$ cat src/hw/rtl/hld_pkg.sv
// ----------------------------------------------------------------------------
// hld_pkg: shared definitions of the header/length deframer
// Register indexes, fixed field widths and the window control bundle.
// ----------------------------------------------------------------------------
`default_nettype none

package hld_pkg;

  // default depth of the sync header, in bytes (1..16)
  localparam int HEADER_BYTES_DEF = 16;

  // length field size in bytes (1..4) and its byte counter width
  localparam int LENGTH_BYTES = 4;
  localparam int LEN_CNT_W    = 2;

  // field widths
  localparam int BYTE_W     = 8;
  localparam int LEN_W      = 32;
  localparam int CFG_IDX_W  = 2;
  localparam int CFG_DATA_W = 64;

  // configuration register indexes
  localparam logic [CFG_IDX_W-1:0] CFG_HDR_UPPER  = 2'd0;
  localparam logic [CFG_IDX_W-1:0] CFG_HDR_LOWER  = 2'd1;
  localparam logic [CFG_IDX_W-1:0] CFG_LEN_BIG_END = 2'd2;

  // control from the frame sequencer to the window cells
  typedef struct packed {
    logic shift;   // take the neighbor's byte this cycle
    logic clear;   // header found: wipe the window
  } win_ctrl_t;

endpackage

`default_nettype wire

$ cat src/hw/rtl/hld_channels_if.sv
// ----------------------------------------------------------------------------
// hld channel interfaces
// Valid/ready channels for received bytes, payload results and config writes.
// ----------------------------------------------------------------------------
`default_nettype none

interface hld_in_if;
  logic       valid;
  logic       ready;
  logic [7:0] data_byte;

  modport source (output valid, output data_byte, input ready);
  modport sink   (input valid, input data_byte, output ready);
endinterface

interface hld_out_if;
  logic       valid;
  logic       ready;
  logic [7:0] payload_byte;
  logic       frame_last;
  logic       frame_empty;

  modport source (output valid, output payload_byte, output frame_last,
                  output frame_empty, input ready);
  modport sink   (input valid, input payload_byte, input frame_last,
                  input frame_empty, output ready);
endinterface

interface hld_cfg_if;
  logic        valid;
  logic        ready;
  logic [1:0]  index;
  logic [63:0] data;

  modport source (output valid, output index, output data, input ready);
  modport sink   (input valid, input index, input data, output ready);
endinterface

`default_nettype wire

$ cat src/hw/rtl/header_length_deframer_top.sv
// ----------------------------------------------------------------------------
// header_length_deframer_top: sync header / length prefixed byte deframer
// ----------------------------------------------------------------------------
// Accepts one received byte per clock and gives zero or one result beat per
// byte in the cycle after it is taken; a finished beat waiting on the output
// does not stop the next byte unless the output is stalled.
// While hunting, each byte slides into a chain of window cells holding the
// newest HEADER_BYTES-1 bytes; together with the incoming byte they compare
// in parallel with the final HEADER_BYTES bytes of the
// configured 16-byte sync header; on a hit the window is wiped, then
// LENGTH_BYTES length bytes (order set by length_big_endian) are gathered
// and that many payload bytes pass out, the last one marked. A length of zero
// gives a single beat flagged empty. The one-byte-per-cycle rate is set by
// the combinational window compare and the 32-bit payload down-counter.
// Configuration writes are always taken; an index past the register list
// is ignored.
// ----------------------------------------------------------------------------
`default_nettype none

module header_length_deframer_top
  import hld_pkg::*;
#(
  parameter int HEADER_BYTES = HEADER_BYTES_DEF
) (
  input  wire logic clk,
  input  wire logic rst_n,
  hld_in_if.sink    in_ch,
  hld_out_if.source out_ch,
  hld_cfg_if.sink   cfg_ch
);

  logic [CFG_DATA_W-1:0] hdr_upper_r;
  logic [CFG_DATA_W-1:0] hdr_lower_r;
  logic                  len_big_end_r;

  logic [2*CFG_DATA_W-1:0] hdr_cat;
  logic [BYTE_W-1:0]       link [HEADER_BYTES];
  logic [HEADER_BYTES-1:0] cell_match;
  win_ctrl_t               win_ctrl;

  // configuration registers
  assign cfg_ch.ready = 1'b1;

  always_ff @(posedge clk) begin
    if (!rst_n) begin
      hdr_upper_r   <= '0;
      hdr_lower_r   <= '0;
      len_big_end_r <= 1'b1;
    end else if (cfg_ch.valid) begin
      case (cfg_ch.index)
        CFG_HDR_UPPER:   hdr_upper_r   <= cfg_ch.data;
        CFG_HDR_LOWER:   hdr_lower_r   <= cfg_ch.data;
        CFG_LEN_BIG_END: len_big_end_r <= cfg_ch.data[0];
        default: ;
      endcase
    end
  end

  // header byte 0 sits in the top bits; the last byte in the bottom bits
  assign hdr_cat = {hdr_upper_r, hdr_lower_r};

  // window chain: newest byte enters the top cell, link 0 is the oldest byte
  assign link[HEADER_BYTES-1] = in_ch.data_byte;

  for (genvar j = 1; j < HEADER_BYTES; j++) begin : g_cell
    hld_window_cell u_cell (
      .clk       (clk),
      .rst_n     (rst_n),
      .ctrl      (win_ctrl),
      .byte_in   (link[j]),
      .sync_byte (hdr_cat[BYTE_W*(HEADER_BYTES-1-j) +: BYTE_W]),
      .byte_out  (link[j-1]),
      .match     (cell_match[j])
    );
  end

  // oldest compared byte drops out on the next shift, so it needs no storage
  assign cell_match[0] = (link[0] == hdr_cat[BYTE_W*(HEADER_BYTES-1) +: BYTE_W]);

  // frame sequencer and result register
  hld_frame_ctrl u_ctrl (
    .clk            (clk),
    .rst_n          (rst_n),
    .in_valid       (in_ch.valid),
    .in_ready       (in_ch.ready),
    .data_byte      (in_ch.data_byte),
    .hdr_match      (&cell_match),
    .len_big_endian (len_big_end_r),
    .win_ctrl       (win_ctrl),
    .out_valid      (out_ch.valid),
    .out_ready      (out_ch.ready),
    .payload_byte   (out_ch.payload_byte),
    .frame_last     (out_ch.frame_last),
    .frame_empty    (out_ch.frame_empty)
  );

endmodule

`default_nettype wire

$ cat src/hw/rtl/hld_window_cell.sv
// ----------------------------------------------------------------------------
// hld_window_cell: one byte of the sliding header window
// Holds a byte, passes it to its older neighbor and flags whether the byte
// it is about to take equals its sync header byte.
// ----------------------------------------------------------------------------
`default_nettype none

module hld_window_cell
  import hld_pkg::*;
(
  input  wire logic              clk,
  input  wire logic              rst_n,
  input  wire win_ctrl_t         ctrl,
  input  wire logic [BYTE_W-1:0] byte_in,
  input  wire logic [BYTE_W-1:0] sync_byte,
  output logic      [BYTE_W-1:0] byte_out,
  output logic                   match
);

  logic [BYTE_W-1:0] win_r;
  logic [BYTE_W-1:0] win_nxt;

  // compare the byte that shifts in, so the match reflects the new window
  assign match    = (byte_in == sync_byte);
  assign byte_out = win_r;

  always_comb begin
    win_nxt = win_r;
    if (ctrl.clear) begin
      win_nxt = '0;
    end else if (ctrl.shift) begin
      win_nxt = byte_in;
    end
  end

  always_ff @(posedge clk) begin
    if (!rst_n) begin
      win_r <= '0;
    end else begin
      win_r <= win_nxt;
    end
  end

endmodule

`default_nettype wire

$ cat src/hw/rtl/hld_frame_ctrl.sv
// ----------------------------------------------------------------------------
// hld_frame_ctrl: frame sequencer and result register
// Tracks hunt/length/payload phase, assembles the length field, counts the
// payload down and registers at most one result beat per accepted byte.
// ----------------------------------------------------------------------------
`default_nettype none

module hld_frame_ctrl
  import hld_pkg::*;
(
  input  wire logic              clk,
  input  wire logic              rst_n,
  input  wire logic              in_valid,
  output logic                   in_ready,
  input  wire logic [BYTE_W-1:0] data_byte,
  input  wire logic              hdr_match,
  input  wire logic              len_big_endian,
  output win_ctrl_t              win_ctrl,
  output logic                   out_valid,
  input  wire logic              out_ready,
  output logic      [BYTE_W-1:0] payload_byte,
  output logic                   frame_last,
  output logic                   frame_empty
);

  // phase codes; the unused code behaves as hunting
  localparam logic [1:0] PH_HUNT    = 2'd0;
  localparam logic [1:0] PH_LENGTH  = 2'd1;
  localparam logic [1:0] PH_PAYLOAD = 2'd2;

  localparam logic [LEN_CNT_W-1:0] LEN_CNT_LAST = LEN_CNT_W'(LENGTH_BYTES - 1);

  logic [1:0]           phase_r,  phase_nxt;
  logic [LEN_CNT_W-1:0] len_cnt_r, len_cnt_nxt;
  logic [LEN_W-1:0]     len_acc_r, len_acc_nxt;
  logic [LEN_W-1:0]     remain_r,  remain_nxt;
  logic                 out_valid_r, out_valid_nxt;
  logic [BYTE_W-1:0]    out_byte_r,  out_byte_nxt;
  logic                 out_last_r,  out_last_nxt;
  logic                 out_empty_r, out_empty_nxt;

  logic             in_beat;
  logic [LEN_W-1:0] len_shifted;
  logic [LEN_W-1:0] remain_dec;

  // a new byte is taken whenever the result register is free or draining
  assign in_ready = !out_valid_r || out_ready;
  assign in_beat  = in_valid && in_ready;

  assign len_shifted = LEN_W'(data_byte) << {len_cnt_r, 3'b000};
  assign remain_dec  = remain_r - LEN_W'(1);

  always_comb begin
    phase_nxt     = phase_r;
    len_cnt_nxt   = len_cnt_r;
    len_acc_nxt   = len_acc_r;
    remain_nxt    = remain_r;
    out_byte_nxt  = out_byte_r;
    out_last_nxt  = out_last_r;
    out_empty_nxt = out_empty_r;
    win_ctrl      = '0;
    // result beat leaves when the sink takes it
    out_valid_nxt = out_valid_r && !out_ready;

    if (in_beat) begin
      case (phase_r)
        PH_LENGTH: begin
          if (len_big_endian) begin
            len_acc_nxt = {len_acc_r[LEN_W-BYTE_W-1:0], data_byte};
          end else begin
            len_acc_nxt = len_acc_r | len_shifted;
          end
          if (len_cnt_r == LEN_CNT_LAST) begin
            len_cnt_nxt = '0;
            remain_nxt  = len_acc_nxt;
            len_acc_nxt = '0;
            if (remain_nxt == '0) begin
              // empty frame: a single flagged beat
              phase_nxt     = PH_HUNT;
              out_valid_nxt = 1'b1;
              out_byte_nxt  = '0;
              out_last_nxt  = 1'b1;
              out_empty_nxt = 1'b1;
            end else begin
              phase_nxt = PH_PAYLOAD;
            end
          end else begin
            len_cnt_nxt = len_cnt_r + LEN_CNT_W'(1);
          end
        end
        PH_PAYLOAD: begin
          remain_nxt    = remain_dec;
          out_valid_nxt = 1'b1;
          out_byte_nxt  = data_byte;
          out_last_nxt  = (remain_dec == '0);
          out_empty_nxt = 1'b0;
          if (remain_dec == '0) begin
            phase_nxt = PH_HUNT;
          end
        end
        default: begin
          // hunting: slide the window, start a frame on a header hit
          phase_nxt      = PH_HUNT;
          win_ctrl.shift = 1'b1;
          if (hdr_match) begin
            win_ctrl.clear = 1'b1;
            phase_nxt      = PH_LENGTH;
            len_cnt_nxt    = '0;
            len_acc_nxt    = '0;
          end
        end
      endcase
    end
  end

  always_ff @(posedge clk) begin
    if (!rst_n) begin
      phase_r     <= PH_HUNT;
      len_cnt_r   <= '0;
      len_acc_r   <= '0;
      remain_r    <= '0;
      out_valid_r <= 1'b0;
    end else begin
      phase_r     <= phase_nxt;
      len_cnt_r   <= len_cnt_nxt;
      len_acc_r   <= len_acc_nxt;
      remain_r    <= remain_nxt;
      out_valid_r <= out_valid_nxt;
    end
  end

  // result payload needs no reset
  always_ff @(posedge clk) begin
    out_byte_r  <= out_byte_nxt;
    out_last_r  <= out_last_nxt;
    out_empty_r <= out_empty_nxt;
  end

  assign out_valid    = out_valid_r;
  assign payload_byte = out_byte_r;
  assign frame_last   = out_last_r;
  assign frame_empty  = out_empty_r;

endmodule

`default_nettype wire

$ cat src/flat_wrapper.sv
// flat-port wrapper written by rule: the top's interface ports become plain ports
module header_length_deframer_top_flat import hld_pkg::*;
#(
  parameter int HEADER_BYTES = HEADER_BYTES_DEF
)
  (clk, rst_n, in_ch_valid, in_ch_data_byte, in_ch_ready, out_ch_valid, out_ch_payload_byte, out_ch_frame_last, out_ch_frame_empty, out_ch_ready, cfg_ch_valid, cfg_ch_index, cfg_ch_data, cfg_ch_ready);
  hld_in_if in_ch_i ();
  hld_out_if out_ch_i ();
  hld_cfg_if cfg_ch_i ();
  input  wire logic clk;
  input  wire logic rst_n;
  input wire logic [$bits(in_ch_i.valid)-1:0] in_ch_valid;
  input wire logic [$bits(in_ch_i.data_byte)-1:0] in_ch_data_byte;
  output wire logic [$bits(in_ch_i.ready)-1:0] in_ch_ready;
  output wire logic [$bits(out_ch_i.valid)-1:0] out_ch_valid;
  output wire logic [$bits(out_ch_i.payload_byte)-1:0] out_ch_payload_byte;
  output wire logic [$bits(out_ch_i.frame_last)-1:0] out_ch_frame_last;
  output wire logic [$bits(out_ch_i.frame_empty)-1:0] out_ch_frame_empty;
  input wire logic [$bits(out_ch_i.ready)-1:0] out_ch_ready;
  input wire logic [$bits(cfg_ch_i.valid)-1:0] cfg_ch_valid;
  input wire logic [$bits(cfg_ch_i.index)-1:0] cfg_ch_index;
  input wire logic [$bits(cfg_ch_i.data)-1:0] cfg_ch_data;
  output wire logic [$bits(cfg_ch_i.ready)-1:0] cfg_ch_ready;
  assign in_ch_i.valid = in_ch_valid;
  assign in_ch_i.data_byte = in_ch_data_byte;
  assign in_ch_ready = in_ch_i.ready;
  assign out_ch_valid = out_ch_i.valid;
  assign out_ch_payload_byte = out_ch_i.payload_byte;
  assign out_ch_frame_last = out_ch_i.frame_last;
  assign out_ch_frame_empty = out_ch_i.frame_empty;
  assign out_ch_i.ready = out_ch_ready;
  assign cfg_ch_i.valid = cfg_ch_valid;
  assign cfg_ch_i.index = cfg_ch_index;
  assign cfg_ch_i.data = cfg_ch_data;
  assign cfg_ch_ready = cfg_ch_i.ready;
  header_length_deframer_top #(.HEADER_BYTES(HEADER_BYTES)) u_core (.clk(clk), .rst_n(rst_n), .in_ch(in_ch_i), .out_ch(out_ch_i), .cfg_ch(cfg_ch_i));
endmodule
$ cat config.mk
export PLATFORM = sky130hd
export DESIGN_NAME = header_length_deframer_top_flat
export DESIGN_NICKNAME = d
export VERILOG_FILES = /design/src/hw/rtl/hld_pkg.sv /design/src/hw/rtl/hld_channels_if.sv /design/src/hw/rtl/header_length_deframer_top.sv /design/src/hw/rtl/hld_window_cell.sv /design/src/hw/rtl/hld_frame_ctrl.sv /design/src/flat_wrapper.sv
export SDC_FILE = /design/constraint.sdc
export NUM_CORES = 1
export LEC_CHECK = 0
export BUFFER_PORTS_ARGS = -buffer_cell sky130_fd_sc_hd__buf_2
export CAP_MARGIN = 30
export CELL_PAD_IN_SITES_DETAIL_PLACEMENT = 1
export CELL_PAD_IN_SITES_GLOBAL_PLACEMENT = 2
export CORE_MARGIN = 4
export CORE_UTILIZATION = 36
export DETAILED_ROUTE_END_ITERATION = 16
export GPL_ROUTABILITY_DRIVEN = 0
export PLACE_DENSITY = 0.86
export SETUP_SLACK_MARGIN = 0.3
export SKIP_LAST_GASP = 1
export SYNTH_ARGS = -nofsm -noshare
export SYNTH_HDL_FRONTEND = slang
export SYNTH_SLANG_ARGS = --single-unit
$ cat constraint.sdc
create_clock -name clk -period 3.4 [get_ports clk]
set_input_delay 0.17 -clock clk [delete_from_list [all_inputs] [get_ports clk]]
set_output_delay 0.17 -clock clk [all_outputs]
set_load 0.02 [all_outputs]
==> results.md <==
* Status: finished, final reports clean
* Wire length per cell at 20.84 µm
* Final Hold Vio Count at 0
* Hold Path Class: in2reg
* R2R Path Start: u_core.hdr_upper_r[18]
* Syn_area_per_cell at 7.805 µm²
* Grt ovf at 0
* Multi-input logic area at 7707 µm²
* R2R setup slack at 430 ps
* Leakage power at 0.006168 µW
* Final Net Count at 2114
* Hold WS at 45.86 ps
* Critical path type: reg2reg
* Synth Cell Area at 14950 µm²
* Clock sink total at 328
* Post-DRT Antenna Nets at 0
* Vias in the first global route at 13940
* Die area at 44840 µm²
* WP data required at 3820 ps
* Maximum vdd drop at 342.2 µV
* Total power at 8569 µW
* Startpoint type of the worst setup path: flip-flop
* Pin count of the biggest net entering global routing at 85
* Final Max Slew Viols at 0
* Synth cell types at 80
* Synthesis-stage register bit count at 328
* Initial Util at 0.3652
* Die height at 211.8 µm
* Cell count after placement at 2447
* Num rows at 74
* Hold Path Depth at 3
* TritonCTS clock tree: built
* Clk_skew at 17.43 ps
* Critical Path Sink Type: flip-flop
* Core area at 40920 µm²
* Fin Setup TNS at 0 ps
* Htree depth at 2
* Remaining DRCs at 0
* Reg2reg end: u_core.g_cell[7].u_cell.byte_out[6]
* First-pass GRT wire length at 82500 µm
* Synth Net Count at 1999
* Primary FF master, synth: dfxtp_1
* Finished Layout Cells at 2588
* # fillers at 4945
* Count of port buffers added during placement at 90
* Pwr dens at 479.3 nW/µm²
* R2r worst-path depth at 9
* Ys Warns at 0
* Critical Path AT at 3400 ps
* Mapped Cells at 1915
* Layout area overhead at 19.61%
* DRT iter0 DRCs at 981
* 1st-pass router iterations at 6
* IO Pins at 92
* Fraction of registers with async set/reset at 0
* Vias/cell at 5.369
* GR Util All Layers at 0.2357
* Min Tclk post-route at 2972 ps
* Root buffer cell: clkbuf_16
* Worst-path maximum fanout at 23
* Sequential Area at 6669 µm²
* Max-slew headroom at 0.4248
* Share of cells above drive strength 1 at 0.1060
* Fin util at 0.4369
* Clock Latency Late Sink at 560 ps
* Worst-Margin Slew at 853.8 ps
* CTS Buf Count at 39
* Clock Path Buffers at 3
* Hold Crit Start: in_ch_data_byte[2]
* Post-synth EDFFs at 10
* Die W at 211.8 µm
* F_max at 336.5 MHz
* Final setup vio count at 0
* Initial antenna violation count at 0
* Final worst-path cycle share at 0.8740
* Hold EP: u_core.g_cell[15].u_cell.byte_out[2]
* Maximum Capacitance Violations at 0
* RSZ-0062 raised after global routing: no
* Worst-path clk slew at 60 ps
* Detailed placer's ending HPWL at 37390 µm
* # diodes at 0
* Final WL at 53950 µm
* Sequential element share of the synthesized area at 0.4460
* Vias at 13890
-- synth_stat cells (3+ instances only) --
| cell type | instances | share of area |
|---|---|---|
| nand2_1 | 602 | 0.15 |
| dfxtp_1 | 318 | 0.43 |
| a21oi_1 | 295 | 0.099 |
| xnor2_1 | 106 | 0.062 |
| clkbuf_1 | 99 | 0.025 |
| nor2_1 | 55 | 0.014 |
| mux2i_1 | 41 | 0.027 |
| nand4_1 | 36 | 0.015 |
| o21ai_0 | 36 | 0.012 |
| inv_1 | 24 | 0.0060 |
| nor4_1 | 20 | 0.0084 |
| nand2b_1 | 18 | 0.0075 |
| nor3_1 | 17 | 0.0057 |
| buf_2 | 16 | 0.0054 |
| nor2b_1 | 16 | 0.0067 |
| xor2_1 | 16 | 0.0094 |
| o22ai_1 | 14 | 0.0059 |
| a31oi_1 | 12 | 0.0050 |
| nand3b_1 | 12 | 0.0060 |
| and2_1 | 10 | 0.0042 |
| edfxtp_1 | 10 | 0.020 |
| or3_1 | 10 | 0.0042 |
| a22oi_1 | 7 | 0.0035 |
| and3b_1 | 7 | 0.0041 |
| o21a_1 | 7 | 0.0035 |
| or4_1 | 7 | 0.0035 |
| buf_4 | 6 | 0.0030 |
| nand3_1 | 6 | 0.0020 |
| buf_1 | 5 | 0.0013 |
| ha_1 | 5 | 0.0042 |
| o31a_1 | 5 | 0.0029 |
| o31ai_1 | 5 | 0.0025 |
| a211oi_1 | 3 | 0.0015 |
| a22o_1 | 3 | 0.0018 |
| a41oi_1 | 3 | 0.0018 |
| nand4b_1 | 3 | 0.0018 |
| o211ai_1 | 3 | 0.0015 |
| or3_2 | 3 | 0.0015 |
-- metrics by stage --
step                      worst slack [ps]  cell area, µm²
after floorplan                      761.9           14950
after global placement               134.4           15930
after detailed placement             164.2           15930
after CTS                            322.4           17840
after global routing                 307.6           17880
final                                428.4           17880
-- layout make-up --
cell class,count,share of cell area
Sequential cell,328,0.3730
Tap cell,532,0.03723
Inverter,25,0.005389
Multi-Input combinational cell,1430,0.4311
Clock inverter,3,0.001890
Clock buffer,64,0.06320
Timing Repair Buffer,206,0.08818
-- metal layers --
metal / up-vias / global-route usage / share of wire / wire [µm]
met1: 6844 / 0.3414 / 0.47 / 25570
met4: 0 / 0.06397 / 0.023 / 1258
met5: - / 0 / 0 / 0
met2: 310 / 0.3687 / 0.45 / 24340
li1: 6662 / - / - / -
met3: 78 / 0.03408 / 0.052 / 2780
-- cell usage in the layout, fill, tap and decap left out, drive strengths merged, types with 5 or more instances in the layout --
master and n:
dfxtp 318, or3 13, inv 26, o31ai 5, clkbuf 64, and2 10, a21oi 295, mux2i 41
nand3b 12, o31a 5, dlygate4sd3 72, edfxtp 10, xnor2 106, o21a 7, a31oi 12, buf 134
nand2 602, nand2b 19, or4 9, xor2 16, nor2b 16, ha 5, and3b 7, nor3 17
nand4 37, o21ai 37, nand3 6, nor4 22, o22ai 14, nor2 56, a22oi 7
-- worst max-delay path, cell delays in order (launching register included) --
cell	delay, ps
dfxtp_1	320
xnor2_1	440
nand4_1	160
nor4_1	330
buf_4	180
nand4_1	80
or4_1	580
o21ai_4	320
buf_4	340
a21oi_1	90
-- repair_timing --
action	4_1_cts	5_1_grt
pin swaps	1	0
gates cloned	0	0
gates resized for setup	2	7
setup buffers	2	0
hold buffers	72	0
hold endpoints to repair	134	0
setup endpoints to repair	12	140
-- cells by family after synthesis --
kind of cell | count (synthesis) | synth area share
and+or+nand+nor | 841 | 0.2482
AOI/OAI and AO/OA | 419 | 0.1562
DFF | 328 | 0.4460
buffers and inverters | 157 | 0.04546
xor gates and xnor gates | 122 | 0.07149
muxes | 42 | 0.02821
adders and majority gates | 5 | 0.004186
other | 1 | 0.0002509
-- worst max-delay path by stage --
stage | from | endpoint | slack (ps) | depth (start not counted)
floorplan | u_core.u_ctrl.len_cnt_r[0] | u_core.u_ctrl.frame_empty | 760 | 7
global placement | u_core.u_ctrl.len_cnt_r[1] | u_core.u_ctrl.payload_byte[5] | 130 | 7
detailed placement | u_core.u_ctrl.len_cnt_r[1] | u_core.u_ctrl.payload_byte[4] | 160 | 7
CTS | u_core.hdr_upper_r[61] | u_core.g_cell[7].u_cell.byte_out[6] | 320 | 8
global route | u_core.g_cell[10].u_cell.byte_out[7] | u_core.g_cell[15].u_cell.byte_out[3] | 310 | 8
finish | u_core.hdr_upper_r[18] | u_core.g_cell[7].u_cell.byte_out[6] | 430 | 9
-- where the power goes --
part           internal (µW)  switching [µW]  leakage, µW  total, µW
combinational            240             394      0.00293        634
clock                   2270            1680     0.000564       3950
sequential              3920            65.9      0.00267       3990
total                   6430            2140      0.00617       8570
-- flip-flops by register name, summed over array words and instances (netlist names), 2 cells and up --
| name | cells |
|---|---|
| u_core.g_cell.u_cell.byte_out | 120 |
| u_core.hdr_lower_r | 64 |
| u_core.hdr_upper_r | 64 |
| u_core.u_ctrl.len_acc_r | 32 |
| u_core.u_ctrl.len_cnt_r | 2 |
| u_core.u_ctrl.payload_byte | 8 |
| u_core.u_ctrl.phase_r | 2 |
| u_core.u_ctrl.remain_r | 32 |
Power figures use the tool's default switching activity.
